--- src/frsc_pkg.sv ---
// Package for the frame ring select/consume block.
// Holds request codes, status codes, controller states and command/status structs.
package frsc_pkg;

  typedef enum logic [2:0] {
    FN_PUSH    = 3'd0,
    FN_POP     = 3'd1,
    FN_PEEK    = 3'd2,
    FN_FIND    = 3'd3,
    FN_CONSUME = 3'd4,
    FN_NEAREST = 3'd5,
    FN_CLEAR   = 3'd6,
    FN_NONE    = 3'd7
  } func_t;

  typedef enum logic [1:0] {
    ST_DONE     = 2'd0,
    ST_FULL     = 2'd1,
    ST_EMPTY    = 2'd2,
    ST_NOTFOUND = 2'd3
  } status_t;

  typedef enum logic [2:0] {
    S_IDLE,
    S_SCAN,
    S_PICK,
    S_DROP,
    S_CLEAR,
    S_OUT
  } state_t;

  // Controller to datapath.
  typedef struct packed {
    logic load;       // capture request, reset scan state
    logic scan_step;  // examine slot at scan offset
    logic push;       // write request into the ring
    logic pop_one;    // wipe oldest slot and advance
    logic clr_step;   // wipe slot at clear index
    logic clr_done;   // reset pointers after clear sweep
    logic latch_pick; // latch the selected slot into the result
    logic latch_head; // latch the oldest slot into the result
    logic set_ok;     // result succeeded
    logic post_fail;  // record the status of a failed request
    status_t status;  // result status
  } frsc_cmd_t;

  // Datapath to controller.
  typedef struct packed {
    logic full;
    logic empty;
    logic scan_last;  // current scan offset is the last held slot
    logic exact_hit;  // current scan slot matches exactly (valid)
    logic have_pick;  // a candidate was selected
    logic pick_valid; // selected slot (consume) is valid
    logic drop_last;  // the drop reaching the picked slot
    logic clr_last;
  } frsc_sts_t;

endpackage

--- src/frsc_datapath.sv ---
// Datapath of the frame ring: slot storage, pointers, scan and selection registers.
// Depends on frsc_pkg.
module frsc_datapath import frsc_pkg::*; #(
  parameter int CAPACITY = 8
) (
  input  logic                         clk,
  input  logic                         rst_n,
  input  frsc_cmd_t                    cmd,
  output frsc_sts_t                    sts,
  input  logic [2:0]                   in_func,
  input  logic [30:0]                  in_frame_number,
  input  logic [31:0]                  in_frame_handle,
  input  logic                         in_frame_valid,
  output logic                         res_ok,
  output logic [1:0]                   res_status,
  output logic [30:0]                  res_number,
  output logic [31:0]                  res_handle,
  output logic                         res_valid,
  output logic [$clog2(CAPACITY+1)-1:0] res_occ
);
  localparam int PW = (CAPACITY > 1) ? $clog2(CAPACITY) : 1;
  localparam int CW = $clog2(CAPACITY + 1);

  logic [30:0]   num_r [CAPACITY];
  logic [31:0]   hdl_r [CAPACITY];
  logic [CAPACITY-1:0] vld_r;
  logic [PW-1:0] rd_r, wr_r;
  logic [CW-1:0] cnt_r;

  logic [2:0]    func_r;
  logic [30:0]   tgt_r;
  logic [31:0]   hin_r;
  logic          vin_r;
  logic [CW-1:0] off_r;     // scan offset, also drop counter
  logic [PW-1:0] clr_r;
  logic          have_r, exact_r;
  logic [CW-1:0] pick_r;
  logic [30:0]   best_r;    // distance (nearest) or number below (consume)

  function automatic logic [PW-1:0] wrap(input logic [PW:0] v);
    logic [PW:0] c;
    c = (PW+1)'(CAPACITY);
    return (v >= c) ? PW'(v - c) : PW'(v);
  endfunction

  logic [PW-1:0] scan_idx, pick_idx;
  logic [30:0]   s_num, gap;
  logic          s_vld;
  assign scan_idx = wrap({1'b0, rd_r} + (PW+1)'(off_r));
  assign pick_idx = wrap({1'b0, rd_r} + (PW+1)'(pick_r));
  assign s_num = num_r[scan_idx];
  assign s_vld = vld_r[scan_idx];
  assign gap   = (s_num >= tgt_r) ? s_num - tgt_r : tgt_r - s_num;

  assign sts.full       = (cnt_r == CW'(CAPACITY));
  assign sts.empty      = (cnt_r == '0);
  assign sts.scan_last  = (off_r + CW'(1) >= cnt_r);
  assign sts.exact_hit  = s_vld && (s_num == tgt_r);
  assign sts.have_pick  = have_r;
  assign sts.pick_valid = vld_r[pick_idx];
  assign sts.drop_last  = (off_r >= pick_r) || (cnt_r == CW'(1));
  assign sts.clr_last   = (clr_r == PW'(CAPACITY - 1));

  always_ff @(posedge clk) begin
    if (cmd.load) begin
      func_r <= in_func;
      tgt_r  <= in_frame_number;
      hin_r  <= in_frame_handle;
      vin_r  <= in_frame_valid;
    end
  end

  always_ff @(posedge clk) begin
    if (!rst_n) begin
      vld_r <= '0;
      rd_r  <= '0;
      wr_r  <= '0;
      cnt_r <= '0;
      off_r <= '0;
      clr_r <= '0;
      have_r <= 1'b0;
      exact_r <= 1'b0;
      pick_r <= '0;
      for (int i = 0; i < CAPACITY; i++) begin
        num_r[i] <= '0;
        hdl_r[i] <= '0;
      end
    end else begin
      if (cmd.load) begin
        off_r   <= '0;
        clr_r   <= '0;
        have_r  <= 1'b0;
        exact_r <= 1'b0;
        pick_r  <= '0;
      end
      if (cmd.scan_step) begin
        off_r <= off_r + CW'(1);
        if (!exact_r && s_vld) begin
          if (s_num == tgt_r) begin
            exact_r <= 1'b1;
            have_r  <= 1'b1;
            pick_r  <= off_r;
          end else if (func_r == FN_NEAREST) begin
            if (!have_r || gap < best_r) begin
              have_r <= 1'b1;
              best_r <= gap;
              pick_r <= off_r;
            end
          end else if (func_r == FN_CONSUME) begin
            if (s_num < tgt_r && (!have_r || s_num > best_r)) begin
              have_r <= 1'b1;
              best_r <= s_num;
              pick_r <= off_r;
            end
          end
        end
      end
      // The drop counter restarts from the oldest slot once the pick is taken.
      if (cmd.latch_pick) off_r <= '0;
      if (cmd.push) begin
        num_r[wr_r] <= tgt_r;
        hdl_r[wr_r] <= hin_r;
        vld_r[wr_r] <= vin_r;
        wr_r  <= wrap({1'b0, wr_r} + (PW+1)'(1));
        cnt_r <= cnt_r + CW'(1);
      end
      if (cmd.pop_one) begin
        num_r[rd_r] <= '0;
        hdl_r[rd_r] <= '0;
        vld_r[rd_r] <= 1'b0;
        rd_r  <= wrap({1'b0, rd_r} + (PW+1)'(1));
        cnt_r <= cnt_r - CW'(1);
        off_r <= off_r + CW'(1);
      end
      if (cmd.clr_step) begin
        num_r[clr_r] <= '0;
        hdl_r[clr_r] <= '0;
        vld_r[clr_r] <= 1'b0;
        clr_r <= clr_r + PW'(1);
      end
      if (cmd.clr_done) begin
        rd_r  <= '0;
        wr_r  <= '0;
        cnt_r <= '0;
      end
    end
  end

  // Result register; occupancy is read live once the request has settled.
  always_ff @(posedge clk) begin
    if (cmd.load) begin
      res_number <= '0;
      res_handle <= '0;
      res_valid  <= 1'b0;
    end else if (cmd.latch_pick) begin
      res_number <= num_r[pick_idx];
      res_handle <= hdl_r[pick_idx];
      res_valid  <= vld_r[pick_idx];
    end else if (cmd.latch_head) begin
      res_number <= num_r[rd_r];
      res_handle <= hdl_r[rd_r];
      res_valid  <= vld_r[rd_r];
    end
    if (cmd.set_ok || cmd.post_fail || cmd.latch_pick || cmd.latch_head || cmd.load) begin
      res_ok     <= cmd.set_ok;
      res_status <= cmd.status;
    end
  end
  assign res_occ = cnt_r;

  // Occupancy never exceeds the ring size.
  a_cnt_bound: assert property (@(posedge clk) disable iff (!rst_n) cnt_r <= CW'(CAPACITY))
    else $error("held count above capacity");
  // A push is never issued into a full ring.
  a_push_room: assert property (@(posedge clk) disable iff (!rst_n)
    cmd.push |-> !sts.full) else $error("push into full ring");
  // A pop is never issued on an empty ring.
  a_pop_held: assert property (@(posedge clk) disable iff (!rst_n)
    cmd.pop_one |-> !sts.empty) else $error("pop from empty ring");
endmodule

--- src/frsc_ctrl.sv ---
// Controller state machine of the frame ring: sequences scans, drops and clears.
// Depends on frsc_pkg.
module frsc_ctrl import frsc_pkg::*; (
  input  logic      clk,
  input  logic      rst_n,
  input  logic      in_valid,
  output logic      in_ready,
  input  logic [2:0] in_func,
  output logic      out_valid_q,
  input  logic      out_ready,
  output frsc_cmd_t cmd,
  input  frsc_sts_t sts
);
  state_t state_r, state_nxt;
  func_t  func_r;
  logic   ov_r, ov_nxt;

  always_ff @(posedge clk) begin
    if (!rst_n) begin
      state_r <= S_IDLE;
      ov_r    <= 1'b0;
      func_r  <= FN_NONE;
    end else begin
      state_r <= state_nxt;
      ov_r    <= ov_nxt;
      if (in_valid && in_ready) func_r <= func_t'(in_func);
    end
  end

  assign in_ready    = (state_r == S_IDLE) && !ov_r;
  assign out_valid_q = ov_r;

  always_comb begin
    state_nxt = state_r;
    ov_nxt    = ov_r && !out_ready;
    cmd       = '0;
    cmd.status = ST_NOTFOUND;
    unique case (state_r)
      S_IDLE: begin
        if (in_valid && in_ready) begin
          cmd.load  = 1'b1;
          state_nxt = S_SCAN;
        end
      end
      S_SCAN: begin
        // First cycle after load decides the short requests.
        unique case (func_r)
          FN_CLEAR: state_nxt = S_CLEAR;
          FN_PUSH: begin
            if (sts.full) cmd.status = ST_FULL;
            else begin
              cmd.push = 1'b1; cmd.status = ST_DONE; cmd.set_ok = 1'b1;
            end
            cmd.load = 1'b0;
            state_nxt = S_OUT;
          end
          FN_NONE: begin
            cmd.status = ST_NOTFOUND; cmd.set_ok = 1'b0;
            state_nxt = S_OUT;
          end
          default: begin
            if (sts.empty) begin
              cmd.status = ST_EMPTY;
              state_nxt  = S_OUT;
            end else if (func_r == FN_POP || func_r == FN_PEEK) begin
              cmd.latch_head = 1'b1; cmd.set_ok = 1'b1; cmd.status = ST_DONE;
              cmd.pop_one    = (func_r == FN_POP);
              state_nxt      = S_OUT;
            end else begin
              cmd.scan_step = 1'b1;
              if (sts.scan_last || sts.exact_hit) state_nxt = S_PICK;
            end
          end
        endcase
        // A full or empty ring or the unused code fails here, so its status has to be recorded.
        if (state_nxt == S_OUT && !cmd.set_ok) cmd.post_fail = 1'b1;
      end
      S_PICK: begin
        if (func_r == FN_CONSUME) begin
          if (sts.pick_valid) begin
            cmd.latch_pick = 1'b1; cmd.set_ok = 1'b1; cmd.status = ST_DONE;
            state_nxt = S_DROP;
          end else begin
            cmd.status = ST_NOTFOUND;
            state_nxt  = S_OUT;
          end
        end else if (sts.have_pick) begin
          cmd.latch_pick = 1'b1; cmd.set_ok = 1'b1; cmd.status = ST_DONE;
          state_nxt = S_OUT;
        end else begin
          cmd.status = ST_NOTFOUND;
          state_nxt  = S_OUT;
        end
      end
      S_DROP: begin
        cmd.pop_one = 1'b1;
        if (sts.drop_last) state_nxt = S_OUT;
      end
      S_CLEAR: begin
        cmd.clr_step = 1'b1;
        if (sts.clr_last) begin
          cmd.clr_done = 1'b1;
          cmd.set_ok   = 1'b1;
          cmd.status   = ST_DONE;
          state_nxt    = S_OUT;
        end
      end
      S_OUT: begin
        ov_nxt    = 1'b1;
        state_nxt = S_IDLE;
      end
      default: state_nxt = S_IDLE;
    endcase
  end

  // No new request is taken while a result waits.
  a_hold: assert property (@(posedge clk) disable iff (!rst_n)
    ov_r |-> !in_ready) else $error("request taken with result pending");
  // A result appears only when leaving the output state.
  a_out: assert property (@(posedge clk) disable iff (!rst_n)
    $rose(ov_r) |-> $past(state_r) == S_OUT) else $error("stray result");
  // Drops run only for consume requests.
  a_drop: assert property (@(posedge clk) disable iff (!rst_n)
    state_r == S_DROP |-> func_r == FN_CONSUME) else $error("drop outside consume");
endmodule

--- src/frame_ring_select_consume.sv ---
// Top level of the frame ring with tagged search.
// Depends on frsc_pkg, frsc_ctrl and frsc_datapath.
//
// A request transaction on the in_ channel carries a function code, a frame
// number, a handle and a valid mark. Each request gives exactly one result
// transaction on the out_ channel with ok, status, the returned slot and the
// occupancy after the request.
// Push, pop, peek, the unused code and requests that fail on a full or empty
// ring raise out_valid after the scan state and the output state. Find and
// nearest walk the held slots one per cycle up to the first exact match, then
// pass through the pick state. Consume then drops the held slots from the
// oldest up to the picked one, one per cycle, and clear sweeps all CAPACITY
// slots one per cycle. One request is in flight at a time, and in_ready
// returns the cycle after the result transaction is taken.
// After reset the ring is empty and all slots read as zero. While a result
// waits for out_ready the block holds it stable and takes no new request.
module frame_ring_select_consume import frsc_pkg::*; #(
  parameter int CAPACITY = 8
) (
  input  logic        clk,
  input  logic        rst_n,
  input  logic        in_valid,
  output logic        in_ready,
  input  logic [2:0]  in_func,
  input  logic [30:0] in_frame_number,
  input  logic [31:0] in_frame_handle,
  input  logic        in_frame_valid,
  output logic        out_valid,
  input  logic        out_ready,
  output logic        out_ok,
  output logic [1:0]  out_status,
  output logic [30:0] out_number,
  output logic [31:0] out_handle,
  output logic        out_valid_bit,
  output logic [3:0]  out_occupancy
);
  localparam int CW = $clog2(CAPACITY + 1);

  frsc_cmd_t     cmd;
  frsc_sts_t     sts;
  logic [CW-1:0] occ;

  frsc_ctrl u_ctrl (
    .clk, .rst_n, .in_valid, .in_ready, .in_func,
    .out_valid_q(out_valid), .out_ready, .cmd, .sts
  );

  frsc_datapath #(.CAPACITY(CAPACITY)) u_dp (
    .clk, .rst_n, .cmd, .sts, .in_func, .in_frame_number, .in_frame_handle,
    .in_frame_valid, .res_ok(out_ok), .res_status(out_status),
    .res_number(out_number), .res_handle(out_handle), .res_valid(out_valid_bit),
    .res_occ(occ)
  );

  // The model reports the low four bits of the held count.
  if (CW >= 4) begin : g_occ_wide
    assign out_occupancy = occ[3:0];
  end else begin : g_occ_narrow
    assign out_occupancy = 4'(occ);
  end
endmodule
--- config.mk ---
export PLATFORM = sky130hd
export DESIGN_NAME = frame_ring_select_consume
export DESIGN_NICKNAME = d
export VERILOG_FILES = /design/src/frsc_pkg.sv /design/src/frsc_datapath.sv /design/src/frsc_ctrl.sv /design/src/frame_ring_select_consume.sv
export SDC_FILE = /design/constraint.sdc
export NUM_CORES = 2
export LEC_CHECK = 0
export BUFFER_PORTS_ARGS = -buffer_cell sky130_fd_sc_hd__buf_4
export CORE_MARGIN = 4
export CORE_UTILIZATION = 65
export DETAILED_ROUTE_END_ITERATION = 12
export PLACE_DENSITY = 0.83
export RECOVER_POWER = 50
export SETUP_SLACK_MARGIN = 0.2
export SKIP_CTS_REPAIR_TIMING = 1
export SYNTH_ARGS = -nofsm -noshare
export SYNTH_HDL_FRONTEND = slang
export SYNTH_SLANG_ARGS = --single-unit
--- constraint.sdc ---
create_clock -name clk -period 24 [get_ports clk]
set_clock_uncertainty 0.2 [all_clocks]
set_input_delay 0 -clock clk [delete_from_list [all_inputs] [get_ports clk]]
set_output_delay 0 -clock clk [all_outputs]
set_load 0.05 [all_outputs]
==> run_results.csv <==
group,metric,value,unit
outcome,status,"finished with violations",
outcome,failed_checks,"capacitance limit, slew limit",
setup_path,critPathMostFrequentCell,"buf_4",
global_route,first_global_vias,30800,
clocking,cts.clk_slew.worst_paths,0.06,ns
cells_and_area,areaGrowthSynthToFinish,13.0,%
timing,finalHoldViolations,0,
synthesis,synth_cells,3216,
clocking,cts.path.max_buffers,3,
global_route,globalRouteOverflowTotal,0,
power_and_ir_drop,totalPowerFinal,3.18,mW
synthesis,ys_seq_elements,710,
timing,slew_viol_final,644,
timing,worst_pin_slew,5.19,ns
clocking,ctsRootBufferMaster,"clkbuf_16",
die,num_io_pins,144,
synthesis,syn_area,0.0402,mm²
setup_path,worstSetupStartpoint,"u_dp.rd_r[0]",
drt,drt-vias-per-instance,7.25,
synthesis,synthTopCellsByCount,"nor2_1 (649), edfxtp_1 (605), mux4_2 (319)",
synthesis,yosysUniqueCellTypes,73,
cells_and_area,post-route-util,0.746,
clocking,cts_made_buffers,76,
setup_path,critPathMaxFanout,62,
global_route,grt_pass1_wl,184,mm
die,die_x,257,µm
timing,fin_crit_sh,0.415,
power_and_ir_drop,powerDensity,70.0,mW/mm²
drt,route.final.wire_length,126,mm
cells_and_area,num-nets-final,3595,
setup_path,r2r-start,"u_dp.rd_r[0]",
placed_design,port_buffers,143,
die,die_y,257,µm
placed_design,dp_hpwl,72.0,mm
clocking,cts_sinks,710,
run,maxCapViolations,11,
setup_path,arrival,9.98,ns
clocking,insertion_delay,0.64,ns
power_and_ir_drop,vdd_drop_max,0.0752,mV
hold_path,hp-class,"input port to flip-flop",
hold_path,hold_start,"out_ready",
setup_path,critPathLaunchType,"flip-flop",
synthesis,ys_warn_count,0,
synthesis,seq_area_frac_synth,0.505,
global_route,track_usage,0.367,
placed_design,preCtsSetupSlack,14.25,ns
synthesis,ys.flop_type,"edfxtp_1",
drt,dr.pass1.iters,6,
timing,max_freq,101,MHz
drt,wl_per_cell,29.7,µm
global_route,grt_antenna_before_repair,3,
die,dieArea,0.0658,mm²
timing,rsz0062_at_grt,"false",
setup_path,crit_type,"flip-flop to flip-flop",
placed_design,gp_congestion,0.937,
setup_path,crit_path_end_kind,"flip-flop",
global_route,grt_max_degree,100,
timing,setup_tns,0,ns
power_and_ir_drop,p_leak,16.9,nW
die,start_util,0.660,
synthesis,synth_top_area_cell,"edfxtp_1",
clocking,cts_tree,"yes",
setup_path,cp.required,24.03,ns
drt,route.detailed.drc,0,
setup_path,critPathMaxStageDelay,0.79,ns
drt,drt-initial-drc-count,4714,
setup_path,reg2reg_slack,14.05,ns
setup_path,crit_slowest_cell,"buf_4",
drt,routed-via-count,30700,
synthesis,avgSynthCellArea,12.5,µm²
drt,antenna_left,0,
synthesis,synth_edf_count,605,
synthesis,synth.area.top_cells,"edfxtp_1 (45%), mux4_2 (18%), nor2_1 (6.1%)",
synthesis,synth_top_area_frac,0.452,
cells_and_area,layout-drive-gt1-share,0.171,
die,fp-row-count,90,
timing,relSlewSlack,-2.46,
synthesis,syn_nets,3424,
clocking,cts.htree.levels,3,
timing,min_period,9.95,ns
timing,setup_viol_count_final,0,
synthesis,yosysMostFrequentCell,"nor2_1",
timing,postLayoutSetupSlackWorst,14.05,ns
die,core,0.0608,mm²
synthesis,ys_async_sr_fraction,0,
per-layer routing:
metal	GRT usage	part of all wire
met3	0.0887	0.13
met1	0.472	0.33
met4	0.158	0.049
met5	0	0.00010
met2	0.605	0.48
worst paths after layout:
check | depth (start not counted) | to
max | 28 | u_dp.best_r[28]
min | 5 | u_ctrl.out_valid_q
max reg2reg | 28 | u_dp.best_r[28]
min reg2reg | 2 | u_dp.res_number[30]
placed cells by master (no fill, tap or decap), types with 60 or more instances in the layout:
cell type / n
clkbuf_4: 66
dlygate4sd3_1: 138
clkbuf_1: 106
ha_1: 132
o21ai_0: 60
nor2_1: 649
a21oi_1: 133
nand2_1: 164
clkbuf_16: 77
dfxtp_1: 102
mux2i_1: 184
inv_1: 117
edfxtp_1: 605
a211oi_1: 77
mux4_2: 319
where the power goes:
| group | total, mW | internal [mW] | switching, mW | leakage, nW |
|---|---|---|---|---|
| sequential | 1.46 | 1.41 | 0.0515 | 7.01 |
| clock | 1.21 | 0.682 | 0.525 | 1.23 |
| combinational | 0.510 | 0.186 | 0.324 | 8.69 |
| total | 3.18 | 2.28 | 0.900 | 16.9 |
sequential cells by signal, indices dropped and copies added (netlist names), 4 cells and up, named ones only:
signal and count:
u_dp.best_r 31, u_dp.hdl_r 256, u_dp.pick_r 4, u_dp.res_number 31, u_dp.off_r 4, u_dp.res_occ 4, u_dp.tgt_r 31, u_dp.res_handle 32
u_dp.hin_r 32, u_dp.num_r 248, u_dp.vld_r 8
critical path: cells and delay by family, from the launching register on:
kind / cells / cell delay, ns
XOR/XNOR: 2 / 0.54
multiplexers: 3 / 1.02
adder cells (fa/ha/maj): 4 / 1.43
flip-flops: 1 / 0.66
buffers and inverters: 5 / 1.77
AND/OR/NAND/NOR: 6 / 1.23
AO/OA/AOI/OAI: 8 / 2.55
kinds of logic (layout without fill, tap and decap cells):
family	after synthesis	after routing	synth area share
buf+inv	345	580	0.0328
simple gates	983	983	0.101
compound gates	470	470	0.0764
flops	710	710	0.505
xor+xnor	42	42	0.00950
other cells	0	2	0
fa+ha+maj	137	137	0.0432
mux	529	529	0.232
layout make-up:
cell class | count | area, µm²
clock buffer | 105 | 2070
multi-input combinational | 2161 | 18700
tap | 782 | 978
inverter | 119 | 449
fill | 3663 | 15400
timing repair buffer | 319 | 2440
antenna | 2 | 5.00
clock inverter | 37 | 462
sequential | 710 | 20300
through the flow:
step                hold WS [ns]  cells  cell area [µm²]
CTS                       -0.697   4095            44400
detailed placement       -0.0207   3953            41800
global route               0.151   4233            45400
global placement         -0.0218   3953            41800
finish                    0.0796   4235            45400
floorplan                 -0.101   3216            40200
(Power assumes the default switching activity.)
